File: src/rtl/core/u8d_pkg.sv
`timescale 1ns / 1ps
// Shared types, constants and the lead-byte classifier for the UTF-8 decoder.
// No dependencies; used by every module under rtl/core.
package u8d_pkg;

    localparam logic [7:0]  TEXT_BYTE_W = 8'd8;
    localparam logic [20:0] CP_QMARK    = 21'h00003F;

    // Lead byte classes, named by the length of the sequence they open
    typedef enum logic [2:0] {
        LEAD_ASCII = 3'd0,
        LEAD_TWO   = 3'd1,
        LEAD_THREE = 3'd2,
        LEAD_FOUR  = 3'd3,
        LEAD_BAD   = 3'd4
    } t_lead;

    // One queued decode job: up to four bytes, index of the last valid byte,
    // and whether the job closes the text
    typedef struct packed {
        logic [3:0][7:0] bytes;
        logic [1:0]      last_idx;
        logic            fin;
    } t_job;

    // Classify a byte as a lead
    function automatic t_lead lead_class(input logic [7:0] ch);
        t_lead cls;
        if (ch[7] == 1'b0) begin
            cls = LEAD_ASCII;
        end else if ((ch & 8'hE0) == 8'hC0) begin
            cls = LEAD_TWO;
        end else if ((ch & 8'hF0) == 8'hE0) begin
            cls = LEAD_THREE;
        end else if ((ch & 8'hF8) == 8'hF0) begin
            cls = LEAD_FOUR;
        end else begin
            cls = LEAD_BAD;
        end
        return cls;
    endfunction

    // Following-byte count of a lead class (zero for ASCII and bad leads)
    function automatic logic [1:0] follow_count(input t_lead cls);
        logic [1:0] cnt;
        case (cls)
            LEAD_TWO:   cnt = 2'd1;
            LEAD_THREE: cnt = 2'd2;
            LEAD_FOUR:  cnt = 2'd3;
            default:    cnt = 2'd0;
        endcase
        return cnt;
    endfunction

endpackage

File: src/rtl/core/u8d_front.sv
`timescale 1ns / 1ps
// Front end: accepts bytes, gathers multi-byte sequences and issues decode jobs.
// Depends on u8d_pkg.
module u8d_front (
    input  logic          i_clk,
    input  logic          i_rst_n,
    input  logic          i_valid,
    output logic          o_ready,
    input  logic [7:0]    i_byte,
    input  logic          i_fin,
    input  logic          i_q_ready,
    output logic          o_push,
    output u8d_pkg::t_job o_job
);
    import u8d_pkg::*;

    logic [2:0][7:0] r_held;
    logic [1:0]      r_cnt;
    logic [1:0]      r_need;
    logic [1:0]      n_cnt;
    logic [1:0]      n_need;
    logic            accept;
    logic            issue;
    logic            complete;
    t_lead           lead;
    logic [3:0][7:0] job_bytes;

    assign o_ready = i_q_ready;
    assign accept  = i_valid && i_q_ready;
    assign lead    = lead_class(i_byte);

    // Line up held bytes with the new byte behind them
    always_comb begin
        for (int k = 0; k < 4; k++) begin
            if (k < 3 && 2'(k) < r_cnt) begin
                job_bytes[k] = r_held[k[1:0]];
            end else if (2'(k) == r_cnt) begin
                job_bytes[k] = i_byte;
            end else begin
                job_bytes[k] = 8'h00;
            end
        end
    end

    // A held sequence completes with the byte that is its last following byte
    assign complete = (r_cnt != 2'd0) && (r_cnt >= r_need);
    assign issue    = i_fin || complete ||
                      ((r_cnt == 2'd0) && (lead == LEAD_ASCII || lead == LEAD_BAD));
    assign o_push   = accept && issue;

    always_comb begin
        o_job.bytes    = job_bytes;
        o_job.last_idx = r_cnt;
        o_job.fin      = i_fin;
    end

    // Advance the gather count
    always_comb begin
        n_cnt  = r_cnt;
        n_need = r_need;
        if (accept) begin
            if (issue) begin
                n_cnt  = 2'd0;
                n_need = 2'd0;
            end else if (r_cnt == 2'd0) begin
                n_cnt  = 2'd1;
                n_need = follow_count(lead);
            end else begin
                n_cnt  = r_cnt + 2'd1;
            end
        end
    end

    always_ff @(posedge i_clk) begin
        if (!i_rst_n) begin
            r_cnt  <= 2'd0;
            r_need <= 2'd0;
        end else begin
            r_cnt  <= n_cnt;
            r_need <= n_need;
        end
    end

    // Hold a byte that does not finish its sequence
    always_ff @(posedge i_clk) begin
        if (accept && !issue) begin
            r_held[r_cnt] <= i_byte;
        end
    end

endmodule

File: src/rtl/core/u8d_queue.sv
`timescale 1ns / 1ps
// Short job queue between the front and the back end of the UTF-8 decoder.
// Depends on u8d_pkg.
module u8d_queue #(
    parameter int DEPTH = 4
) (
    input  logic          i_clk,
    input  logic          i_rst_n,
    input  logic          i_push,
    input  u8d_pkg::t_job i_job,
    output logic          o_ready,
    output logic          o_valid,
    output u8d_pkg::t_job o_job,
    input  logic          i_pop
);
    import u8d_pkg::*;

    localparam int PTR_W = (DEPTH > 1) ? $clog2(DEPTH) : 1;
    localparam int CNT_W = $clog2(DEPTH + 1);
    localparam logic [PTR_W-1:0] PTR_LAST = PTR_W'(DEPTH - 1);
    localparam logic [CNT_W-1:0] CNT_FULL = CNT_W'(DEPTH);

    t_job             r_mem [DEPTH];
    logic [PTR_W-1:0] r_wr_ptr;
    logic [PTR_W-1:0] r_rd_ptr;
    logic [CNT_W-1:0] r_count;
    logic [CNT_W-1:0] n_count;
    logic             do_push;
    logic             do_pop;

    assign o_ready = (r_count != CNT_FULL);
    assign o_valid = (r_count != '0);
    assign o_job   = r_mem[r_rd_ptr];
    assign do_push = i_push && o_ready;
    assign do_pop  = i_pop && o_valid;

    always_comb begin
        n_count = r_count;
        if (do_push && !do_pop) begin
            n_count = r_count + CNT_W'(1);
        end else if (do_pop && !do_push) begin
            n_count = r_count - CNT_W'(1);
        end
    end

    // Advance pointers with wrap at the queue depth
    always_ff @(posedge i_clk) begin
        if (!i_rst_n) begin
            r_wr_ptr <= '0;
            r_rd_ptr <= '0;
            r_count  <= '0;
        end else begin
            r_count <= n_count;
            if (do_push) begin
                r_wr_ptr <= (r_wr_ptr == PTR_LAST) ? '0 : r_wr_ptr + PTR_W'(1);
            end
            if (do_pop) begin
                r_rd_ptr <= (r_rd_ptr == PTR_LAST) ? '0 : r_rd_ptr + PTR_W'(1);
            end
        end
    end

    // Store jobs
    always_ff @(posedge i_clk) begin
        if (do_push) begin
            r_mem[r_wr_ptr] <= i_job;
        end
    end

endmodule

File: src/rtl/core/u8d_back.sv
`timescale 1ns / 1ps
// Back end: walks queued jobs, a code point per cycle unless stalled.
// Depends on u8d_pkg.
module u8d_back (
    input  logic          i_clk,
    input  logic          i_rst_n,
    input  logic          i_valid,
    input  u8d_pkg::t_job i_job,
    output logic          o_pop,
    output logic          o_tvalid,
    input  logic          i_tready,
    output logic [20:0]   o_code_point,
    output logic          o_text_done
);
    import u8d_pkg::*;

    logic [1:0]  r_pos;
    logic        r_ovalid;
    logic [20:0] r_cp;
    logic        r_done;
    logic        load;
    logic [7:0]  ch;
    logic [7:0]  b1;
    logic [7:0]  b2;
    logic [7:0]  b3;
    t_lead       lead;
    logic        fits;
    logic [20:0] cp;
    logic [2:0]  adv;
    logic [2:0]  next_pos;
    logic        last_res;

    // Pick the lead at the walk position and the bytes behind it
    assign ch   = i_job.bytes[r_pos];
    assign b1   = i_job.bytes[r_pos + 2'd1];
    assign b2   = i_job.bytes[r_pos + 2'd2];
    assign b3   = i_job.bytes[r_pos + 2'd3];
    assign lead = lead_class(ch);
    assign fits = ({1'b0, r_pos} + {1'b0, follow_count(lead)}) <= {1'b0, i_job.last_idx};

    // Decode one code point
    always_comb begin
        cp  = CP_QMARK;
        adv = 3'd1;
        case (lead)
            LEAD_ASCII: begin
                cp = {13'd0, ch};
            end
            LEAD_TWO: begin
                if (fits) begin
                    cp  = {10'd0, ch[4:0], b1[5:0]};
                    adv = 3'd2;
                end
            end
            LEAD_THREE: begin
                if (fits) begin
                    cp  = {5'd0, ch[3:0], b1[5:0], b2[5:0]};
                    adv = 3'd3;
                end
            end
            LEAD_FOUR: begin
                if (fits) begin
                    cp  = {ch[2:0], b1[5:0], b2[5:0], b3[5:0]};
                    adv = 3'd4;
                end
            end
            default: begin
                cp  = CP_QMARK;
                adv = 3'd1;
            end
        endcase
    end

    assign next_pos = {1'b0, r_pos} + adv;
    assign last_res = next_pos > {1'b0, i_job.last_idx};
    assign load     = i_valid && (!r_ovalid || i_tready);
    assign o_pop    = load && last_res;

    // Load the output register, drop it once taken
    always_ff @(posedge i_clk) begin
        if (!i_rst_n) begin
            r_ovalid <= 1'b0;
            r_pos    <= 2'd0;
        end else begin
            if (load) begin
                r_ovalid <= 1'b1;
                r_pos    <= last_res ? 2'd0 : next_pos[1:0];
            end else if (i_tready) begin
                r_ovalid <= 1'b0;
            end
        end
    end

    always_ff @(posedge i_clk) begin
        if (load) begin
            r_cp   <= cp;
            r_done <= i_job.fin && last_res;
        end
    end

    assign o_tvalid     = r_ovalid;
    assign o_code_point = r_cp;
    assign o_text_done  = r_done;

    // Walk position stays inside the job
    a_pos_in_job: assert property (@(posedge i_clk) disable iff (!i_rst_n)
        i_valid |-> (r_pos <= i_job.last_idx))
        else $error("walk position beyond last byte of job");

    // A job leaves the queue only together with its final result
    a_pop_with_load: assert property (@(posedge i_clk) disable iff (!i_rst_n)
        o_pop |-> (load && last_res))
        else $error("job popped without final result");

    // Walk position returns to zero after a pop
    a_pos_reset_after_pop: assert property (@(posedge i_clk) disable iff (!i_rst_n)
        o_pop |=> (r_pos == 2'd0))
        else $error("walk position not cleared after pop");

    // Reset empties the output register
    a_reset_clears_out: assert property (@(posedge i_clk)
        !i_rst_n |=> !o_tvalid)
        else $error("output valid after reset");

endmodule

File: src/rtl/core/utf8_to_codepoint_decoder_top.sv
`timescale 1ns / 1ps
// UTF-8 to code point decoder, top level. Depends on u8d_pkg, u8d_front,
// u8d_queue and u8d_back.
// Throughput: one byte per cycle while the job queue has room; each byte
// gives zero or one code point, except a final byte that cuts a sequence
// short, which gives up to three, one per cycle from the back end's output
// register unless the output stalls. The job that completes a code point is
// registered in the job queue, and the code point in the back end's output
// register; the job queue holds QUEUE_DEPTH jobs.
// Reset: synchronous active low; clears the gather count, queue and output.
module utf8_to_codepoint_decoder_top #(
    parameter int QUEUE_DEPTH = 4
) (
    input  logic        i_clk,
    input  logic        i_rst_n,
    input  logic        i_s_axis_tvalid,
    output logic        o_s_axis_tready,
    input  logic [7:0]  i_s_axis_tdata,   // [7:0] text_byte
    input  logic        i_s_axis_tlast,   // final_byte
    output logic        o_m_axis_tvalid,
    input  logic        i_m_axis_tready,
    output logic [23:0] o_m_axis_tdata,   // [20:0] code_point, [23:21] zero
    output logic        o_m_axis_tlast    // text_done
);
    import u8d_pkg::*;

    logic        push;
    t_job        push_job;
    logic        q_ready;
    logic        q_valid;
    t_job        head_job;
    logic        pop;
    logic [20:0] code_point;

    u8d_front u_front (
        .i_clk     (i_clk),
        .i_rst_n   (i_rst_n),
        .i_valid   (i_s_axis_tvalid),
        .o_ready   (o_s_axis_tready),
        .i_byte    (i_s_axis_tdata[TEXT_BYTE_W-1:0]),
        .i_fin     (i_s_axis_tlast),
        .i_q_ready (q_ready),
        .o_push    (push),
        .o_job     (push_job)
    );

    u8d_queue #(
        .DEPTH (QUEUE_DEPTH)
    ) u_queue (
        .i_clk   (i_clk),
        .i_rst_n (i_rst_n),
        .i_push  (push),
        .i_job   (push_job),
        .o_ready (q_ready),
        .o_valid (q_valid),
        .o_job   (head_job),
        .i_pop   (pop)
    );

    u8d_back u_back (
        .i_clk        (i_clk),
        .i_rst_n      (i_rst_n),
        .i_valid      (q_valid),
        .i_job        (head_job),
        .o_pop        (pop),
        .o_tvalid     (o_m_axis_tvalid),
        .i_tready     (i_m_axis_tready),
        .o_code_point (code_point),
        .o_text_done  (o_m_axis_tlast)
    );

    assign o_m_axis_tdata = {3'b000, code_point};

endmodule
File: config.mk
export PLATFORM = sky130hd
export DESIGN_NAME = utf8_to_codepoint_decoder_top
export DESIGN_NICKNAME = d
export VERILOG_FILES = /design/src/rtl/core/u8d_pkg.sv /design/src/rtl/core/u8d_front.sv /design/src/rtl/core/u8d_queue.sv /design/src/rtl/core/u8d_back.sv /design/src/rtl/core/utf8_to_codepoint_decoder_top.sv
export SDC_FILE = /design/constraint.sdc
export NUM_CORES = 1
export LEC_CHECK = 0
export BUFFER_PORTS_ARGS = -buffer_cell sky130_fd_sc_hd__buf_4
export CORE_UTILIZATION = 60
export CTS_CLUSTER_SIZE = 24
export DETAILED_ROUTE_END_ITERATION = 12
export PLACE_DENSITY = 0.78
export SLEW_MARGIN = 10
export SYNTH_ARGS = -nofsm -noshare
export SYNTH_HDL_FRONTEND = slang
export SYNTH_SLANG_ARGS = --single-unit
File: constraint.sdc
create_clock -name i_clk -period 7.8 [get_ports i_clk]
set_input_delay 0 -clock i_clk [delete_from_list [all_inputs] [get_ports i_clk]]
set_output_delay 0 -clock i_clk [all_outputs]
set_load 0.02 [all_outputs]
Yosys cells after proc, flatten, opt, wreduce, memory -nomap -nowiden
Memories as Yosys holds them, arrays and structs flattened. A register that Yosys moved wholly into a read port is not among the register bits.
Cells that the tools add are included.
{"block": "op_classes", "eq_ne": 19, "n_lt_le_gt_ge": 12, "muxes": 51, "add_sub_neg": 10, "n_reduce_logical": 30}
{"operator": "case mux 21 bit (4 select lines)", "count": 1}
{"operator": "two-way mux 8 bit", "count": 9}
{"operator": "binary-select mux 8 bit (select 2 bit)", "count": 4}
{"operator": "two-way mux 3 bit", "count": 11}
{"operator": "bitwise mux 24 bit", "count": 1}
{"operator": "two-way mux 2 bit", "count": 11}
{"operator": "two-way mux 21 bit", "count": 1}
{"operator": "two-way mux 6 bit", "count": 3}
{"operator": "demux 8 bit (select 2 bit)", "count": 1}
{"operator": "two-way mux 16 bit", "count": 1}
{"operator": "< comparator 2 x 3 -> 1 bit (second input constant)", "count": 5}
{"operator": "logical AND 1 bit", "count": 13}
{"operator": "equality test 3 x 2 -> 1 bit (second input constant)", "count": 4}
{"operator": "case mux 2 bit (3 select lines)", "count": 2}
{"operator": "two-way mux 11 bit", "count": 1}
{"operator": "equality test 5 bit (second input constant)", "count": 2}
{"operator": "equality test 3 bit (second input constant)", "count": 3}
{"operator": "case mux 3 bit (3 select lines)", "count": 1}
{"operator": "adder 2 x 1 -> 2 bit (second input constant)", "count": 4}
{"operator": "equality test 4 bit (second input constant)", "count": 2}
{"operator": "nonzero test 2 bit", "count": 4}
{"operator": "equality test 3 x 1 -> 1 bit (second input constant)", "count": 2}
{"operator": "zero test 3 bit", "count": 2}
{"operator": "adder 2 bit (second input constant)", "count": 2}
{"operator": "20 further kinds", "count": 32}
{"block": "totals", "mem_bits_rw": 140, "register_bits": 60, "mem_count": 1, "wordCells": 135}
{"name": "u_queue.r_mem", "depth": 4, "word_bits": 35, "rd": 1, "rd_ports_with_merged_regs": 1, "write_ports": 1, "line_no": "u8d_queue.sv:23", "source": "t_job r_mem [DEPTH];"}

Depth between registers and ports, before layout
{"block": "depth", "depth_word": 20, "mapped_depth": 33}

Cells and area by module
From an unflattened synthesis, not the netlist that was laid out.
{"block": "hier_totals", "cells_unflattened": 581, "hier_area_um2": 9180.1}
{"module": "u8d_queue", "instances": 1, "cells_each": 234, "area_each_um2": 5527.8}
{"module": "u8d_back", "instances": 1, "cells_each": 209, "area_each_um2": 2143.3}
{"module": "u8d_front", "instances": 1, "cells_each": 134, "area_each_um2": 1482.7}
{"module": "utf8_to_codepoint_decoder_top", "instances": 1, "cells_each": 4, "area_each_um2": 26.3}

Least setup slack after synthesis
Ideal clock, no wire load.
{"block": "synth_path", "kind": "register -> register", "from": "register with a tool-made name", "to": "register u_queue.r_count[2]", "n_path_buf": 4, "stages_incl_launch_ff": 31, "period_less_slack_ps": 6922, "t_arrival_ps": 6851, "slack_ps": 878, "cell_sequence": "dfxtp_1 > buf_6 > buf_2 > mux4_2 > mux2_2 > mux2_2 > a31oi_1 > ha_1 > inv_1 > fa_1 > inv_1 > ha_1 > nor2b_1 > o21ai_0 > and2_1 > clkbuf_1 > clkbuf_1 > nand2_1 > ha_1 > fa_1 > ha_1 > a21oi_1 > a21oi_1 > o31a_4 > inv_1 > ha_1 > inv_1 > fa_1 > xor2_1 > or3_1 > a21oi_1"}
{"element": "end signal, assigned", "line_no": "u8d_queue.sv:53", "source": "r_count <= n_count;"}
{"element": "end, declared", "line_no": "u8d_queue.sv:26", "source": "logic [CNT_W-1:0] r_count;"}

==> summary.txt <==
Worst setup path
  • Startpoint types: flop
  • Crit end category: flop
  • CP Class: flop to flop
  • WP data required: approximately 8.2 ns
  • Critical path's largest stage delay: about 0.63 ns
  • CP most frequent cell: ha_1
  • Slowest stage cell, crit path: mux4_1
  • CP Max Fanout: 17
  • CP Buf/Inv Count: 5
  • Critical Path AT: 7.54 ns
  • Delay-heaviest family, CP: adder cells

GRT
  • Largest net degree at the start of global routing: 36
  • First-pass GRT wire length: around 29,000 um
  • Vias in the first global route: 5,418
  • Initial antenna violation count: 0
  • Gr ovfl total: 0
  • GRT Util Overall: between 20% and 30%

Pwr
  • P_sw: ~1300 uW
  • VDD IR-drop max: around 0.00018 V
  • LEAKAGE: about 0.0036 uW
  • Comb power frac: between 30% and 40%
  • Flop pwr share: a little under two fifths
  • Switching part of the total: about a third
  • Clock power frac: between 20% and 30%
  • Total power divided by cell area: between 300 and 400 mW/mm2
  • Internal power: 2460 uW

Detailed routing
  • Vias per Instance: about 6.2
  • Post-DR wirelength/cell: about 22 um
  • DR vias: roughly 5,400
  • Routed Antenna Nets: 0
  • Routed WL: about 19,000 um
  • Drt first pass iters: 9
  • DRC violations left: 8
  • Starting DRC count in detailed routing: 542

Place
  • Port bufs: 36
  • DP HPWL: around 12,000 um
  • RD Place Congestion: around 0.93
  • Dpl ws: between 0.7 and 0.8 ns

CTS
  • Worst-path clk slew: roughly 0.06 ns
  • H-tree Lvls: 1
  • Cell chosen for the clock root: clkbuf_16
  • Post-cts sizing count: 0
  • Total CTS buffers: 21
  • Clk sinks: 202
  • Clk Latency, worst-skew pair: ~0.50 ns
  • CTS tree: done
  • Max Root-Sink Buffers: 3

Floorplan
  • Die Y: ~120 um
  • Site row count: 44
  • Die area: approximately 0.016 mm2
  • Top Ports: 40
  • Initial Utilization: just over 60%
  • Core ar.: roughly 0.015 mm2
  • Chip Width: between 100 and 150 um

Yosys
  • EDFF count, synth: 186
  • Synth unique cells: about 50
  • Syn Area/Cell: around 15 um2
  • Cells after Synth: ~600
  • Prevailing post-synth register cell: edfxtp_1
  • Synth Area in Compound Gates: approximately 6.8%
  • Simple-gate share of the synthesized area: ~8%
  • Cell Area, Synth: 0.00907 mm2
  • Area leader, netlist: edfxtp_1
  • Combinational family with the most area after synthesis: multiplexers
  • Post-synthesis sequential area ratio: around two thirds
  • FF+latch count, synth: approximately 200
  • Multiplexer share of the synthesized area: ~14%
  • Area contributors post-synth: edfxtp_1 62%, mux4_2 7.9%, dfxtp_1 3.5%, mux2_2 3.1%, nand2_1 2.6%
  • Top-area cell type share of the netlist area: roughly three fifths
  • Yosys warns: 0
  • Post-Synth XOR/XNOR Area: less than 1%
  • Fraction of registers with async set/reset: 0%
  • Synth Area in Adders: between 3 and 4%

STA
  • Fin. Hold Viols: 0
  • Layout Skew: about 0.02 ns
  • Fmax: 0.140 GHz
  • Slew headroom: around 45%
  • PnR worst setup slack: 0.671 ns
  • Slew Limit Fails: 0
  • Final Setup Violations: 0
  • Fin Setup TNS: 0 ns
  • RSZ-0062 raised after global routing: false
  • Period minus WS final: between 7 and 8 ns
  • Slew at the pin with the worst max-slew slack: approximately 0.83 ns
  • Final period util: 91.4%

Status
  • Failing checks: design-rule violations
  • Status: finished with violations

Final layout
  • Diodes inserted: 0
  • Ratio of cells with drive above 1 in the final layout: 21.8%
  • Nets: 701
  • Layout overhead on the synthesized area: 13.3%

Run
  • Max Cap Viol: 0

Hold path
  • HP Class: primary input to flop
[final cells by class]
| cell class | instances | area (um2) |
|---|---|---|
| Clock buffer | 25 | 541 |
| Clock inverter | 11 | 80.1 |
| Fill cell | 960 | 4370 |
| Inverter | 22 | 82.6 |
| Multi-Input combinational cell | 358 | 2950 |
| Sequential cell | 202 | 5910 |
| Tap cell | 184 | 230 |
| Timing Repair Buffer | 61 | 488 |
[routing by layer]
metal / vias up / wire length, um / global-route usage [%]
li1: 2442 / - / -
met1: 2688 / 8120 / 34.2
met2: 229 / 9220 / 42.2
met3: 26 / 1130 / 3.26
met4: 0 / 331 / 7.03
met5: - / 0 / 0
[power groups by stage]
stage,sequential (uW),combinational (uW),clock (uW)
2_1_floorplan,1500,968,0
3_3_place_gp,1450,1380,0
3_5_place_dp,1450,1410,0
4_1_cts,1430,1430,930
5_1_grt,1450,1580,969
6_report,1430,1440,917
[layout by cell type (no fill, tap or decap), drive strengths merged, types with 4 or more instances in the layout]
cell type    count
nand4            9
nor3             4
mux2            25
o21ai           34
buf             49
nor2            34
clkbuf          25
a21oi           28
nand2           64
inv             23
ha              19
dfxtp           16
nand3            5
a31oi            4
dlygate4sd3     12
o22ai            6
or2              8
a21o             4
and2            14
mux2i           19
mux4            35
clkinv           8
edfxtp         186
or3              5
[cells by family (layout without fill, tap and decap cells)]
| logic type | count (synthesis) | in the layout |
|---|---|---|
| buffers and inverters | 53 | 119 |
| other | 1 | 3 |
| AOI/OAI and AO/OA | 98 | 98 |
| muxes | 79 | 79 |
| and+or+nand+nor | 154 | 154 |
| xor gates and xnor gates | 2 | 2 |
| DFF | 202 | 202 |
| adders and majority gates | 22 | 22 |
[path summary, 6_finish.rpt]
check / from / cells after the start / endpoint / slack [ns]
setup / recovery: flop / 27 / u_queue.r_count[2]$_SDFFE_PN0P_ / 0.67
hold / removal: i_s_axis_tdata[7] / 2 / u_front.r_held[7]$_DFFE_PP_ / 0.28
setup reg to reg: flop / 27 / u_queue.r_count[2]$_SDFFE_PN0P_ / 0.67
hold reg to reg: u_back.o_tvalid$_SDFFE_PN0P_ / 2 / u_back.o_tvalid$_SDFFE_PN0P_ / 0.48
[Yosys cell counts, types with 14 or more instances]
library cell  count
mux4_2           32
ha_1             19
o21ai_0          34
edfxtp_1        186
nand2_1          64
mux2i_1          19
mux2_2           25
clkbuf_1         18
and2_1           14
dfxtp_1          16
inv_1            22
a21oi_1          27
nor2_1           34
[sequential cells by signal, summed over array words and instances (netlist names), named ones only]
signal,count
u_queue.r_mem,140
u_front.r_cnt,2
u_front.r_need,2
u_back.o_tvalid,1
u_queue.r_wr_ptr,2
u_front.r_held,24
u_queue.r_count,3
u_back.o_text_done,1
u_queue.r_rd_ptr,2
u_back.r_pos,2
u_back.o_code_point,21
[timing repair]
| item | in CTS | in global routing |
|---|---|---|
| endpoints found under the hold margin | 101 | 0 |
| buffers inserted | 0 | 0 |
| hold buffers | 12 | 0 |
[per-stage QoR]
| stage | cell area, um2 | hold slack [ns] | std cells | utilization, % | total power, uW |
|---|---|---|---|---|---|
| finish | 10300 | 0.284 | 863 | 70.2 | 3790 |
| global route | 10300 | 0.282 | 863 | 70.2 | 3990 |
| CTS | 10300 | 0.270 | 863 | 70.2 | 3790 |
| detailed placement | 9530 | 0.234 | 815 | 65.1 | 2860 |
| global placement | 9530 | 0.237 | 815 | 65.1 | 2820 |
| floorplan | 9070 | 0.0989 | 613 | - | 2470 |
No activity file was read; power rests on OpenSTA's default activity.
